[src/hw/rtl/spd_pkg.sv]
package spd_pkg;

  localparam int unsigned BYTE_W  = 8;
  localparam int unsigned LEN_W   = 16;
  localparam int unsigned SHIFT_W = 24;
  localparam int unsigned WORD_W  = 32;
  localparam int unsigned CNT_W   = 3;
  localparam int unsigned CFG_IDX_W = 2;

  localparam logic [LEN_W-1:0] HDR_BYTES    = 16'd4;
  localparam logic [LEN_W-1:0] HDR_LAST_POS = 16'd3;
  localparam logic [LEN_W-1:0] MIN_LEN_RST  = 16'd8;
  localparam logic [LEN_W-1:0] MAX_LEN_RST  = 16'hFFFF;

  // Configuration register indexes.
  typedef enum logic [CFG_IDX_W-1:0] {
    CFG_MIN_LEN = 2'd0,
    CFG_MAX_LEN = 2'd1
  } cfg_idx_t;

  // Framing phase of the parser.
  typedef enum logic {
    PH_HEADER = 1'b0,
    PH_BODY   = 1'b1
  } phase_t;

  // A group of result items handed from the parser to the emitter. The
  // bytes leave from the top of data, one per transfer, with rising index.
  typedef struct packed {
    logic              valid;
    logic [WORD_W-1:0] data;
    logic [LEN_W-1:0]  idx;
    logic [CNT_W-1:0]  cnt;
    logic              last;
    logic              bad;
  } burst_t;

endpackage

[src/hw/rtl/spd_in_if.sv]
interface spd_in_if import spd_pkg::*; ();
  logic              valid;
  logic              ready;
  logic [BYTE_W-1:0] rx_byte;

  modport source (output valid, output rx_byte, input ready);
  modport sink   (input valid, input rx_byte, output ready);
endinterface

[src/hw/rtl/spd_out_if.sv]
interface spd_out_if import spd_pkg::*; ();
  logic              valid;
  logic              ready;
  logic [BYTE_W-1:0] pdu_byte;
  logic [LEN_W-1:0]  byte_index;
  logic              pdu_last;
  logic              bad_length;

  modport source (output valid, output pdu_byte, output byte_index,
                  output pdu_last, output bad_length, input ready);
  modport sink   (input valid, input pdu_byte, input byte_index,
                  input pdu_last, input bad_length, output ready);
endinterface

[src/hw/rtl/spd_parse.sv]
module spd_parse import spd_pkg::*; (
  input  logic              clk,
  input  logic              rst_n,
  input  logic              take,
  input  logic [BYTE_W-1:0] rx_byte,
  input  logic [LEN_W-1:0]  min_len,
  input  logic [LEN_W-1:0]  max_len,
  output burst_t            burst
);

  phase_t              phase_r, phase_nxt;
  logic [LEN_W-1:0]    count_r, count_nxt;
  logic [SHIFT_W-1:0]  shift_r, shift_nxt;
  logic [LEN_W-1:0]    len_r, len_nxt;

  logic                hdr_done;
  logic [LEN_W-1:0]    hdr_len;
  logic                reject;
  logic [LEN_W:0]      idx_inc;
  logic                body_last;

  assign hdr_done  = (count_r == HDR_LAST_POS);
  assign hdr_len   = {shift_r[BYTE_W-1:0], rx_byte};
  // Any length with bits above 16 set is out of range of both bounds.
  assign reject    = (shift_r[SHIFT_W-1:BYTE_W] != '0) || (hdr_len < HDR_BYTES) ||
                     (hdr_len < min_len) || (hdr_len > max_len);
  assign idx_inc   = {1'b0, count_r} + {{LEN_W{1'b0}}, 1'b1};
  assign body_last = (idx_inc >= {1'b0, len_r});

  always_comb begin
    phase_nxt = phase_r;
    if (take) begin
      unique case (phase_r)
        PH_HEADER: begin
          if (hdr_done && !reject && hdr_len != HDR_BYTES) begin
            phase_nxt = PH_BODY;
          end
        end
        PH_BODY: begin
          if (body_last) begin
            phase_nxt = PH_HEADER;
          end
        end
        default: phase_nxt = PH_HEADER;
      endcase
    end
  end

  always_comb begin
    count_nxt = count_r;
    shift_nxt = shift_r;
    len_nxt   = len_r;
    burst     = '0;
    if (take) begin
      unique case (phase_r)
        PH_HEADER: begin
          if (!hdr_done) begin
            shift_nxt = {shift_r[SHIFT_W-BYTE_W-1:0], rx_byte};
            count_nxt = count_r + 16'd1;
          end else begin
            burst.valid = 1'b1;
            shift_nxt   = '0;
            if (reject) begin
              burst.cnt  = 3'd1;
              burst.last = 1'b1;
              burst.bad  = 1'b1;
              count_nxt  = '0;
              len_nxt    = '0;
            end else begin
              burst.data = {shift_r, rx_byte};
              burst.cnt  = 3'd4;
              burst.last = (hdr_len == HDR_BYTES);
              if (hdr_len == HDR_BYTES) begin
                count_nxt = '0;
                len_nxt   = '0;
              end else begin
                count_nxt = HDR_BYTES;
                len_nxt   = hdr_len;
              end
            end
          end
        end
        PH_BODY: begin
          burst.valid = 1'b1;
          burst.data  = {rx_byte, {SHIFT_W{1'b0}}};
          burst.idx   = count_r;
          burst.cnt   = 3'd1;
          burst.last  = body_last;
          if (body_last) begin
            count_nxt = '0;
            len_nxt   = '0;
          end else begin
            count_nxt = idx_inc[LEN_W-1:0];
          end
        end
        default: ;
      endcase
    end
  end

  always_ff @(posedge clk) begin
    if (!rst_n) begin
      phase_r <= PH_HEADER;
      count_r <= '0;
      shift_r <= '0;
      len_r   <= '0;
    end else begin
      phase_r <= phase_nxt;
      count_r <= count_nxt;
      shift_r <= shift_nxt;
      len_r   <= len_nxt;
    end
  end

  // Header collection never runs past the fourth byte.
  a_hdr_count: assert property (@(posedge clk) disable iff (!rst_n)
    phase_r == PH_HEADER |-> count_r <= HDR_LAST_POS)
    else $error("header byte count out of range");

  // While in a body the index stays below the PDU length.
  a_body_idx: assert property (@(posedge clk) disable iff (!rst_n)
    phase_r == PH_BODY |-> (count_r < len_r && count_r >= HDR_BYTES))
    else $error("body index outside PDU");

  // An accepted header longer than four bytes enters the body at index four.
  a_body_entry: assert property (@(posedge clk) disable iff (!rst_n)
    (phase_r == PH_HEADER && phase_nxt == PH_BODY) |=> count_r == HDR_BYTES)
    else $error("body entered at wrong index");

endmodule

[src/hw/rtl/spd_emit.sv]
module spd_emit import spd_pkg::*; (
  input  logic       clk,
  input  logic       rst_n,
  input  burst_t     burst,
  output logic       load_ready,
  spd_out_if.source  out_ch
);

  logic [WORD_W-1:0] data_r, data_nxt;
  logic [LEN_W-1:0]  idx_r, idx_nxt;
  logic [CNT_W-1:0]  left_r, left_nxt;
  logic              last_r, last_nxt;
  logic              bad_r, bad_nxt;
  logic              xfer;

  assign xfer       = out_ch.valid && out_ch.ready;
  assign load_ready = (left_r == '0) || (left_r == 3'd1 && out_ch.ready);

  always_comb begin
    data_nxt = data_r;
    idx_nxt  = idx_r;
    left_nxt = left_r;
    last_nxt = last_r;
    bad_nxt  = bad_r;
    if (burst.valid && load_ready) begin
      data_nxt = burst.data;
      idx_nxt  = burst.idx;
      left_nxt = burst.cnt;
      last_nxt = burst.last;
      bad_nxt  = burst.bad;
    end else if (xfer) begin
      data_nxt = {data_r[WORD_W-BYTE_W-1:0], {BYTE_W{1'b0}}};
      idx_nxt  = idx_r + 16'd1;
      left_nxt = left_r - 3'd1;
    end
  end

  always_ff @(posedge clk) begin
    if (!rst_n) begin
      left_r <= '0;
    end else begin
      left_r <= left_nxt;
    end
    data_r <= data_nxt;
    idx_r  <= idx_nxt;
    last_r <= last_nxt;
    bad_r  <= bad_nxt;
  end

  assign out_ch.valid      = (left_r != '0);
  assign out_ch.pdu_byte   = data_r[WORD_W-1:WORD_W-BYTE_W];
  assign out_ch.byte_index = idx_r;
  assign out_ch.pdu_last   = last_r && (left_r == 3'd1);
  assign out_ch.bad_length = bad_r;

  a_left_range: assert property (@(posedge clk) disable iff (!rst_n)
    left_r <= 3'd4)
    else $error("emitter holds more than a header burst");

  // An error result is always a lone item.
  a_bad_single: assert property (@(posedge clk) disable iff (!rst_n)
    (bad_r && left_r != '0) |-> left_r == 3'd1)
    else $error("error result inside a burst");

  // A loaded burst is fully present on the next cycle.
  a_load: assert property (@(posedge clk) disable iff (!rst_n)
    (burst.valid && load_ready) |=> left_r == $past(burst.cnt))
    else $error("burst load lost items");

endmodule

[src/hw/rtl/smpp_pdu_deframer.sv]
// SMPP PDU deframer.
// Bytes of a TCP stream enter on in_ch, one per transfer. The first four
// bytes of each PDU are its big-endian total length. On the fourth byte the
// length is checked against the min/max bounds written through the cfg_
// port (index 0: minimum, reset 8; index 1: maximum, reset 65535). A good
// length emits the four header bytes as four transfers on out_ch, indexes
// 0..3; each body byte then follows with its index, and the final byte of a
// PDU carries pdu_last. A bad length gives a single transfer with pdu_last
// and bad_length set and zero byte and index, and header collection starts
// over.
// An accepted byte gives its first result in the next cycle. Body bytes flow
// at one per cycle while out_ch is ready; the four-item header burst occupies
// the output register and holds in_ch.ready low until its last item is leaving.
// Input is taken whenever the output register is empty or its last pending
// item is leaving, so out_ch back-pressure stalls in_ch directly.
// Reset (rst_n, synchronous, active low) restores the default bounds,
// clears the framing state and drops any pending result.
module smpp_pdu_deframer import spd_pkg::*; (
  input  logic                 clk,
  input  logic                 rst_n,
  spd_in_if.sink               in_ch,
  spd_out_if.source            out_ch,
  input  logic                 cfg_we,
  input  logic [CFG_IDX_W-1:0] cfg_index,
  input  logic [LEN_W-1:0]     cfg_wdata
);

  logic [LEN_W-1:0] min_len_r;
  logic [LEN_W-1:0] max_len_r;
  logic             load_ready;
  logic             take;
  burst_t           burst;

  // Length bounds. Unknown indexes are ignored.
  always_ff @(posedge clk) begin
    if (!rst_n) begin
      min_len_r <= MIN_LEN_RST;
      max_len_r <= MAX_LEN_RST;
    end else if (cfg_we) begin
      case (cfg_index)
        CFG_MIN_LEN: min_len_r <= cfg_wdata;
        CFG_MAX_LEN: max_len_r <= cfg_wdata;
        default: ;
      endcase
    end
  end

  // A byte transfer happens only when the emitter can take its results.
  assign in_ch.ready = load_ready;
  assign take        = in_ch.valid && load_ready;

  spd_parse u_parse (
    .clk     (clk),
    .rst_n   (rst_n),
    .take    (take),
    .rx_byte (in_ch.rx_byte),
    .min_len (min_len_r),
    .max_len (max_len_r),
    .burst   (burst)
  );

  spd_emit u_emit (
    .clk        (clk),
    .rst_n      (rst_n),
    .burst      (burst),
    .load_ready (load_ready),
    .out_ch     (out_ch)
  );

  // Results only appear for accepted bytes.
  a_burst_needs_take: assert property (@(posedge clk) disable iff (!rst_n)
    burst.valid |-> take)
    else $error("result produced without an input transfer");

  // A stalled output never accepts input.
  a_stall_blocks: assert property (@(posedge clk) disable iff (!rst_n)
    (out_ch.valid && !out_ch.ready) |-> !in_ch.ready)
    else $error("input accepted while output stalled");

endmodule
[src/flat_wrapper.sv]
// flat-port wrapper written by rule: the top's interface ports become plain ports
module smpp_pdu_deframer_flat import spd_pkg::*;
  (clk, rst_n, cfg_we, cfg_index, cfg_wdata, in_ch_valid, in_ch_rx_byte, in_ch_ready, out_ch_valid, out_ch_pdu_byte, out_ch_byte_index, out_ch_pdu_last, out_ch_bad_length, out_ch_ready);
  spd_in_if in_ch_i ();
  spd_out_if out_ch_i ();
  input  logic clk;
  input  logic rst_n;
  input  logic cfg_we;
  input  logic [CFG_IDX_W-1:0] cfg_index;
  input  logic [LEN_W-1:0] cfg_wdata;
  input wire logic [$bits(in_ch_i.valid)-1:0] in_ch_valid;
  input wire logic [$bits(in_ch_i.rx_byte)-1:0] in_ch_rx_byte;
  output wire logic [$bits(in_ch_i.ready)-1:0] in_ch_ready;
  output wire logic [$bits(out_ch_i.valid)-1:0] out_ch_valid;
  output wire logic [$bits(out_ch_i.pdu_byte)-1:0] out_ch_pdu_byte;
  output wire logic [$bits(out_ch_i.byte_index)-1:0] out_ch_byte_index;
  output wire logic [$bits(out_ch_i.pdu_last)-1:0] out_ch_pdu_last;
  output wire logic [$bits(out_ch_i.bad_length)-1:0] out_ch_bad_length;
  input wire logic [$bits(out_ch_i.ready)-1:0] out_ch_ready;
  assign in_ch_i.valid = in_ch_valid;
  assign in_ch_i.rx_byte = in_ch_rx_byte;
  assign in_ch_ready = in_ch_i.ready;
  assign out_ch_valid = out_ch_i.valid;
  assign out_ch_pdu_byte = out_ch_i.pdu_byte;
  assign out_ch_byte_index = out_ch_i.byte_index;
  assign out_ch_pdu_last = out_ch_i.pdu_last;
  assign out_ch_bad_length = out_ch_i.bad_length;
  assign out_ch_i.ready = out_ch_ready;
  smpp_pdu_deframer u_core (.clk(clk), .rst_n(rst_n), .in_ch(in_ch_i), .out_ch(out_ch_i), .cfg_we(cfg_we), .cfg_index(cfg_index), .cfg_wdata(cfg_wdata));
endmodule
[config.mk]
export PLATFORM = sky130hd
export DESIGN_NAME = smpp_pdu_deframer_flat
export DESIGN_NICKNAME = d
export VERILOG_FILES = /design/src/hw/rtl/spd_pkg.sv /design/src/hw/rtl/spd_in_if.sv /design/src/hw/rtl/spd_out_if.sv /design/src/hw/rtl/spd_parse.sv /design/src/hw/rtl/spd_emit.sv /design/src/hw/rtl/smpp_pdu_deframer.sv /design/src/flat_wrapper.sv
export SDC_FILE = /design/constraint.sdc
export NUM_CORES = 1
export LEC_CHECK = 0
export ABC_CLOCK_PERIOD_IN_PS = 3600
export BUFFER_PORTS_ARGS = -buffer_cell sky130_fd_sc_hd__buf_2
export CAP_MARGIN = 40
export CORE_MARGIN = 4
export CORE_UTILIZATION = 40
export CTS_BUF_LIST = sky130_fd_sc_hd__clkbuf_8
export DETAILED_ROUTE_END_ITERATION = 7
export PLACE_DENSITY = 0.65
export RECOVER_POWER = 100
export SLEW_MARGIN = 10
export SYNTH_ARGS = -nofsm -noshare
export SYNTH_HDL_FRONTEND = slang
export SYNTH_SLANG_ARGS = --single-unit
export TNS_END_PERCENT = 10
[constraint.sdc]
create_clock -name clk -period 3.6 [get_ports clk]
set_clock_uncertainty 0.05 [all_clocks]
set_input_delay 0.72 -clock clk [delete_from_list [all_inputs] [get_ports clk]]
set_output_delay 0.72 -clock clk [all_outputs]
set_load 0.02 [all_outputs]
### Word level (Yosys, flattened, before mapping)

Index checks and enable logic that the tools add are counted.

| word-level totals | value |
|---|---|
| input bits | 31 |
| register bits | 142 |
| word-level logic and storage cells | 81 |
| output and inout port bits | 28 |

| operators by class | value |
|---|---|
| add/subtract/negate cells | 4 |
| bitwise gates (word level) | 3 |
| reduce and logical (&&, ||, !) cells | 22 |
| multiplexer cells | 30 |
| equal/unequal tests | 7 |
| $lt $le $gt $ge | 4 |

Operators with widths:

| cell | number |
|---|---|
| $mux W16 | 9 |
| $mux W32 | 3 |
| $pmux W33 S2 | 1 |
| $pmux W16 S2 | 2 |
| $mux W54 | 1 |
| $mux W33 | 1 |
| $add A16 B1 Y16 const B | 2 |
| $mux W24 | 1 |
| $add A16 B1 Y17 const B | 1 |
| $ge A17 B16 Y1 | 1 |
| $eq A16 B2 Y1 const B | 1 |
| $eq A16 B3 Y1 const B | 1 |
| $gt A16 B16 Y1 | 1 |
| $lt A16 B16 Y1 | 1 |
| $lt A16 B3 Y1 const B | 1 |
| $ne A16 B3 Y1 const B | 1 |
| $reduce_bool A16 Y1 | 1 |
| $mux W3 | 4 |
| $pmux W4 S2 | 1 |
| $logic_and A1 B1 Y1 | 7 |
| $reduce_and A2 Y1 | 3 |
| $mux W5 | 1 |
| $logic_or A1 B1 Y1 | 4 |
| $mux W1 | 4 |
| 15 further kinds | 17 |

### Logic depth before layout (Yosys ltp)

Gate-level depths: netlist of run 1.

| logic depth | value |
|---|---|
| word-level depth | 10 |
| mapped depth | 14 |
| gate-level depth less buffers | 12 |

### Modules after synthesis

From an unflattened synthesis of run 1, not the netlist that was laid out.

| second synthesis, totals | value |
|---|---|
| cells, all modules | 900 |
| area, all modules | 8341.8 um^2 |

By module, submodules not included:

| module | area an instance (um^2) | sequential area each (um^2) | times used | cells each |
|---|---|---|---|---|
| spd_parse | 4292.9 | 1141.1 | 1 | 557 |
| spd_emit | 2625.0 | 1561.5 | 1 | 199 |
| smpp_pdu_deframer | 1423.9 | 640.6 | 1 | 144 |

### Least setup slack after synthesis of run 1

OpenSTA, ideal clock, no wires.

| path | value |
|---|---|
| path type | register -> register |
| start point | register u_core.u_parse.count_r[0] |
| end point | register u_core.u_parse.len_r[10] |
| data arrival time | 2.999 ns |
| clock period less this slack | 3.169 ns |
| cell stages (with the launch flop) | 14 |
| setup time | 0.120 ns |
| setup slack | 0.431 ns |
| buffers on the path | 1 |
| data required time | 3.430 ns |
| cell sequence | dfxtp_1 ha_1 nand3_2 nor2_1 nand3_1 xnor2_1 ha_1 nand4_1 a211oi_1 nor4b_2 nor3_4 a31oi_4 buf_6 o22ai_2 |

| between the ends | value |
|---|---|
| longest elaborated chain between the ends | 4 |
| elaborated cells on any way between the ends | 6 |
| classes of those cells | add/sub (1); order compare (1); eq/ne (3); reduce/logical (1) |

RTL lines:

| what | line | text |
|---|---|---|
| from (decl) | spd_parse.sv:12 | `logic [LEN_W-1:0] count_r, count_nxt;` |
| from (signal assigned) | spd_parse.sv:109 | `count_r <= count_nxt;` |
| $add A16 B1 Y17 | spd_parse.sv:27 | `assign idx_inc = {1'b0, count_r} + {{LEN_W{1'b0}}, 1'b1};` |
| $ge A17 B16 Y1 | spd_parse.sv:28 | `assign body_last = (idx_inc >= {1'b0, len_r});` |
| $ne A2 B1 Y1 (no line) | - |  |
| $reduce_and A3 Y1 (no line) * | - |  |
| to (signal assigned) | spd_parse.sv:111 | `len_r <= len_nxt;` |
| to (decl) | spd_parse.sv:14 | `logic [LEN_W-1:0] len_r, len_nxt;` |

Every way passes the cells marked *; elsewhere a longest branch is shown, timed or not.
A chain may end at the register's enable or synchronous reset.

### Final worst setup path of run 1

| path | value |
|---|---|
| start point | register u_core.u_parse.count_r[0] |
| end point | register u_core.u_parse.count_r[9] |

| between the ends | value |
|---|---|
| longest elaborated chain between the ends | 4 |
| elaborated cells on any way between the ends | 7 |
| classes of those cells | add/sub (2); order compare (1); eq/ne (1); mux (3) |

RTL lines:

| what | line | text |
|---|---|---|
| $add A16 B1 Y17 | spd_parse.sv:27 |  |
| $ge A17 B16 Y1 | spd_parse.sv:28 |  |
| $mux W16 | spd_parse.sv:89 | `if (body_last) begin` |
| $pmux W16 S2 * | spd_parse.sv:55 | `unique case (phase_r)` |

Marked as above.

==> results of run 1 <==
-- worst register-to-register path, delay by kind of cell, from the launching register on --
family                   cells  cell delay [ps]
AO/OA/AOI/OAI                3              790
AND/OR/NAND/NOR              6             1110
adder cells (fa/ha/maj)      2              600
XOR/XNOR                     1              170
flip-flops                   1              460
-- cells in the mapped netlist, types with 9 or more instances --
cell	count
xor2_1	12
xnor2_1	20
ha_1	52
a21oi_1	59
o21ai_0	25
o211ai_1	20
nand4_1	11
a22o_1	20
buf_4	9
nand3_1	42
o22ai_2	9
and2_1	12
inv_1	68
nor2_1	36
edfxtp_1	50
clkbuf_1	30
dfxtp_1	92
nand2_1	135
-- flip-flops by register name, summed over array words and instances, names as in the netlist --
| register | flops |
|---|---|
| u_core.min_len_r | 16 |
| u_core.u_parse.shift_r | 24 |
| u_core.u_emit.out_ch.byte_index | 16 |
| u_core.u_parse.phase_r | 1 |
| u_core.u_emit.out_ch.bad_length | 1 |
| u_core.u_parse.len_r | 16 |
| u_core.u_emit.left_r | 3 |
| u_core.u_emit.data_r | 32 |
| u_core.max_len_r | 16 |
| u_core.u_parse.count_r | 16 |
| u_core.u_emit.last_r | 1 |
-- routing by layer --
metal / global-route usage (%) / up-vias / part of all wire (%)
met5: 0 / - / 0
met3: 4.16 / 22 / 4.9
met4: 5.65 / 0 / 2.2
li1: - / 2912 / -
met2: 27.3 / 140 / 45
met1: 22.9 / 2665 / 48
-- logic make-up (layout without fill, tap and decap cells) --
kind of cell,after synthesis,in the layout,share of synthesized area (%)
AOI/OAI and AO/OA,173,173,16.4
xor gates and xnor gates,32,32,3.79
adders and majority gates,52,52,8.80
buffers and inverters,118,185,6.94
DFF,142,142,45.2
and+or+nand+nor,284,284,18.9
-- worst min path at each step --
stage,start,end,slack [ps],cells after the start
final,u_core.u_parse.shift_r[17],u_core.u_parse.shift_r[17],400,2
after global routing,u_core.min_len_r[2],u_core.min_len_r[2],420,2
after CTS,u_core.u_parse.shift_r[17],u_core.u_parse.shift_r[17],400,2
after detailed placement,u_core.u_parse.shift_r[17],u_core.u_parse.shift_r[17],390,2
after global placement,u_core.u_parse.shift_r[19],u_core.u_parse.shift_r[19],390,2
after floorplan,u_core.u_parse.shift_r[19],u_core.u_parse.shift_r[19],380,2
-- per-stage QoR --
step                      setup WS (ps)  instance area, um^2  utilization [%]  hold slack, ps
after floorplan                     431                 7390                -             376
after global placement              381                 7910             43.7             387
after detailed placement            302                 7920             43.8             393
after CTS                           273                 8340             46.1             402
after global routing               23.0                 8220             45.4             424
final                               314                 8220             45.4             398
-- final cells by class --
type                    instances  area (um^2)  area share [%]
multi-input cells             541         3490            42.5
inverters                      70          263            3.20
repair buffers                 83          419            5.10
clock inverters                11          129            1.57
well taps                     229          287            3.49
flip-flops and latches        142         3340            40.7
clock buffers                  21          289            3.52
-- power by group through the flow --
stage / logic [W] / clock network [W] / registers [W]
after detailed placement: 0.00153 / 0 / 0.00224
after CTS: 0.00154 / 0.00137 / 0.00221
after floorplan: 0.00104 / 0 / 0.00228
after global placement: 0.00150 / 0 / 0.00224
final: 0.00146 / 0.00134 / 0.00222
after global routing: 0.00164 / 0.00144 / 0.00225
==> results_dict.tcl, run 1 <==
set metrics [dict create \
    h-tree-depth 4 \
    synth-edff-count 50 \
    cts_root_buffer "clkbuf_8" \
    r2r-end "u_core.u_parse.count_r[9]" \
    clkTransAtPathRegs_ps 80 \
    core_um2 18100 \
    critPathSlowestCell "dfxtp_1" \
    crit_chain "ha_1, nand3_2, nor2_1, nand3_1, xnor2_1, ha_1, nand4_1, a211oi_1, nor4b_2, nor3_4, a21o_1, a22o_1" \
    wirelength_um 17200 \
    start_kind "flop" \
    synth_nets 884 \
    synth_area_um2 7390 \
    arrival_ps 3580 \
    layout_commonest_cell "nand2_1" \
    internal_power_w 0.00327 \
    track_usage_pct 17.1 \
    critPathLaunch "u_core.u_parse.count_r[0]" \
    synthArstFlopShare_pct 0 \
    critPathKind "flop to flop" \
    ys_ff_latch 142 \
    clk_path_buf_depth 2 \
    hold_buffers 0 \
    clkPwrFrac_pct 26.7 \
    power.total_w 0.00502 \
    antenna_cells 0 \
    worstMarginPinSlew_ps 1090 \
    yosys.area.top_type "dfxtp_1" \
    fin_setup_tns_ps 0 \
    clk_latency_ps 450 \
    cts_tree "done" \
    via_count 5739 \
    critPathMaxFanout 11 \
    grt_pass1_vias 5472 \
    die_x_um 144 \
    num_rows 49 \
    synthTopCellsByArea "dfxtp_1 (25%), edfxtp_1 (20%), ha_1 (8.8%)" \
    syn_avg_cell_area_um2 9.23 \
    vias_per_cell 5.23 \
    nNetsFinal 938 \
    status "finished, final reports clean" \
    rr_worst_depth 12 \
    power.switching_w 0.00174 \
    ys_types 65 \
    cp_slowest_stage_delay_ps 460 \
    swShare_pct 34.8 \
    finalSetupViolCount 0 \
    slew_headroom_pct 27.4 \
    io_pins 59 \
    gp_congestion 0.815 \
    nFillCells 1769 \
    finalMaxSlewViolations 0 \
    ys_warn_count 0 \
    worstPathRequired_ps 3890 \
    pwr-share-seq_pct 44.2 \
    start_util_pct 40.9 \
    fmax_mhz 304 \
    drt_pre_antenna_iters 5 \
    final_cell_mix "nand2_1 (135), dfxtp_1 (92), inv_1 (75)" \
    numCtsBuffers 17 \
    synthCells 801 \
    cpMostUsedCell "ha_1" \
    grt_max_degree 43 \
    drt.antenna.violating_nets 0 \
    rsz0062_at_grt "no" \
    r2r_slack_ps 310 \
    drive_above_1_share_pct 11.5 \
    die_h_um 144 \
    placed_cells 1065 \
    wl_per_cell_um 15.7 \
    vdd_drop_max_v 0.000273 \
    cp.buffers_inverters 0 \
    hold_violations 0 \
    cts.sinks 142 \
    yosysTopAreaCellShare_pct 24.9 \
    cts_setup_buffers 0 \
    grt_pass1_wl_um 28000 \
    crit_family "simple AND/OR/NAND/NOR gates" \
    grt_overflow 0 \
    ys_seq_area_share_pct 45.2 \
    maxCapViolCount 0 \
    endpoint "u_core.u_parse.count_r[9]" \
    route.detailed.drc 0 \
    fin_crit_sh_pct 91.3 \
    area_growth_pct 11.2 \
    end_kind "flop" \
    dieArea_um2 20700 \
    worstHoldPathType "flop to flop" \
    powerDensity_nw_per_um2 610 \
    p_leak_nw 3.17 \
    hpwl_um 12500 \
    r2r_start "u_core.u_parse.count_r[0]" \
    final_cells 1097 \
    antenna_found_initial 0 \
    cp.depth 12 \
    period_minus_slack_ps 3290 \
    synth_ff_type "dfxtp_1" \
    portBuffers 58 \
    cts-resized-gates 0 \
    drtIter0Drc 383 \
    p_comb_share_pct 29.2 \
]
(Power assumes the default switching activity.)
==> run 2, diff against run 1 <==
Settings changed: ABC_AREA set to 1.
==> results_dict.tcl, run 2 <==
set metrics [dict create \
    nNetsFinal 1130 \
    gp_congestion 0.930 \
    hold_start "u_core.min_len_r[14]" \
    cts-resized-gates 0 \
    power.switching_w 0.00206 \
    period_minus_slack_ps 3240 \
    via_count 6417 \
    drive_above_1_share_pct 8.30 \
    hold_depth 2 \
    hpwl_um 12600 \
    clk_latency_ps 450 \
    slew_headroom_pct 11.7 \
    synthTopCellsByArea "dfxtp_1 (24%), edfxtp_1 (20%), nand2_1 (12%)" \
    antenna_found_initial 0 \
    wl_per_cell_um 13.8 \
    yosys.area.top_type "dfxtp_1" \
    maxCapViolCount 0 \
    cts_root_buffer "clkbuf_8" \
    worstHoldPathType "flop to flop" \
    worstMarginPinSlew_ps 1320 \
    numCtsBuffers 17 \
    clkPwrFrac_pct 25.6 \
    fin_setup_tns_ps 0 \
    status "finished, final reports clean" \
    ys_seq_area_share_pct 43.8 \
    critPathSlowestCell "dfxtp_1" \
    vias_per_cell 4.96 \
    synth_nets 1086 \
    r2r_slack_ps 360 \
    io_pins 59 \
    start_kind "flop" \
    final_cells 1294 \
    route.detailed.drc 0 \
    powerDensity_nw_per_um2 642 \
    area_growth_pct 11.5 \
    cp.buffers_inverters 2 \
    worstHoldEndpoint "u_core.min_len_r[14]" \
    die_h_um 146 \
    critPathKind "flop to flop" \
    finalSetupViolCount 0 \
    hold_buffers 0 \
    fin_crit_sh_pct 90.0 \
    vdd_drop_max_v 0.000271 \
    yosys-top-cells-count "nand2_1 (251), inv_1 (134), nor2_1 (124)" \
    ys_warn_count 0 \
    clk_path_buf_depth 2 \
    largest_reg_flops 32 \
    cts.sinks 142 \
    regMostFlops "u_core.u_emit.data_r" \
    cpMostUsedCell "nand2_1" \
    hold_violations 0 \
    grt_pass1_vias 6014 \
    r2r-end "u_core.u_parse.len_r[5]" \
    p_comb_share_pct 32.6 \
    reg_top3 "u_core.u_emit.data_r x32, u_core.u_parse.shift_r x24" \
    yosysTopAreaCellShare_pct 24.1 \
    grt_overflow 0 \
    worstPathRequired_ps 3940 \
    grt_max_degree 40 \
    pwr-share-seq_pct 41.7 \
    cts_tree "done" \
    ys_ff_latch 142 \
    final_cell_mix "nand2_1 (251), inv_1 (136), nor2_1 (123)" \
    syn_avg_cell_area_um2 7.61 \
    critPathLaunch "u_core.u_parse.count_r[0]" \
    portBuffers 58 \
    die_x_um 146 \
    cp_slowest_stage_delay_ps 390 \
    clkTransAtPathRegs_ps 80 \
    antenna_cells 0 \
    end_kind "flop" \
    power.total_w 0.00547 \
    r2r_start "u_core.u_parse.count_r[0]" \
    synthCells 1003 \
    cts_setup_buffers 0 \
    dieArea_um2 21400 \
    layout_commonest_cell "nand2_1" \
    p_leak_nw 3.87 \
    crit_family "simple AND/OR/NAND/NOR gates" \
    synth-edff-count 50 \
    hold_slack_ps 414 \
    critPathMaxFanout 32 \
    synthArstFlopShare_pct 0 \
    drt_pre_antenna_iters 7 \
    finalMaxSlewViolations 0 \
    core_um2 18800 \
    rr_worst_depth 20 \
    drtIter0Drc 464 \
    start_util_pct 40.7 \
    internal_power_w 0.00341 \
    ys_types 39 \
    num_rows 50 \
    synth.most_common_cell "nand2_1" \
    track_usage_pct 16.9 \
    synth_ff_type "dfxtp_1" \
    arrival_ps 3570 \
    wirelength_um 17900 \
    fmax_mhz 309 \
    rsz0062_at_grt "no" \
    drt.antenna.violating_nets 0 \
    placed_cells 1262 \
    h-tree-depth 4 \
    synth_area_um2 7640 \
    swShare_pct 37.7 \
    grt_pass1_wl_um 29500 \
    crit_chain "ha_1, inv_1, nor3_4, nand3_2, nor2_4, nand2_1, xor2_1, inv_1, ha_1, nand2_1, nor2_1, nand3_1, o21bai_1, nand3_1, nand2_1, nand3_2, nand2_8, nand2_1, nand2_1, nor2_1" \
]
## run 2: worst reg2reg max path: stages (launching register included)
cell	delay [ps]
dfxtp_1	390
ha_1	230
inv_1	100
nor3_4	160
nand3_2	170
nor2_4	150
nand2_1	90
xor2_1	190
inv_1	70
ha_1	290
nand2_1	60
nor2_1	120
nand3_1	120
o21bai_1	180
nand3_1	90
nand2_1	110
nand3_2	180
nand2_8	170
nand2_1	110
nand2_1	50
nor2_1	100
## run 2: cells by family after synthesis
group                    after synthesis  synth area share, %
XOR/XNOR                              16                 1.83
buffers and inverters                184                 9.80
AND/OR/NAND/NOR                      446                 24.3
AO/OA/AOI/OAI                        163                 11.8
flip-flops                           142                 43.8
adder cells (fa/ha/maj)               52                 8.52
## run 2: worst max path at each step
stage	endpoint	slack [ps]	depth (start not counted)
after global placement	u_core.u_parse.count_r[7]	270	20
after detailed placement	u_core.u_parse.len_r[9]	180	20
final	u_core.u_parse.len_r[5]	360	20
after global routing	u_core.u_parse.len_r[15]	6	20
after floorplan	u_core.u_emit.left_r[0]	590	11
after CTS	u_core.u_parse.len_r[9]	160	20
## run 2: area by class of cell
cell class / count / area, um^2
Tap cell: 234 / 293
Clock inverter: 13 / 171
Clock buffer: 19 / 262
Fill cell: 1939 / 10200
Sequential cell: 142 / 3340
Inverter: 140 / 526
Multi-Input combinational cell: 677 / 3580
Timing Repair Buffer: 69 / 345
## run 2: power groups by stage
stage               clock (W)  sequential, W  combinational (W)
finish                0.00140        0.00228            0.00178
CTS                   0.00143        0.00228            0.00185
global placement            0        0.00230            0.00181
global route          0.00151        0.00233            0.00203
detailed placement          0        0.00231            0.00183
floorplan                   0        0.00237            0.00128
## run 2: layer usage
layer	wire length, um	GRT usage, %
met4	292	6.21
met2	8110	26.5
met3	878	2.98
met5	0	0
met1	8580	23.5
## run 2: per-stage QoR
stage | util [%] | cell area, um^2 | setup slack, ps
final | 45.4 | 8520 | 361
after global routing | 45.4 | 8520 | 5.69
after CTS | 45.6 | 8550 | 158
after detailed placement | 43.3 | 8120 | 182
after global placement | 43.1 | 8090 | 269
after floorplan | - | 7640 | 586
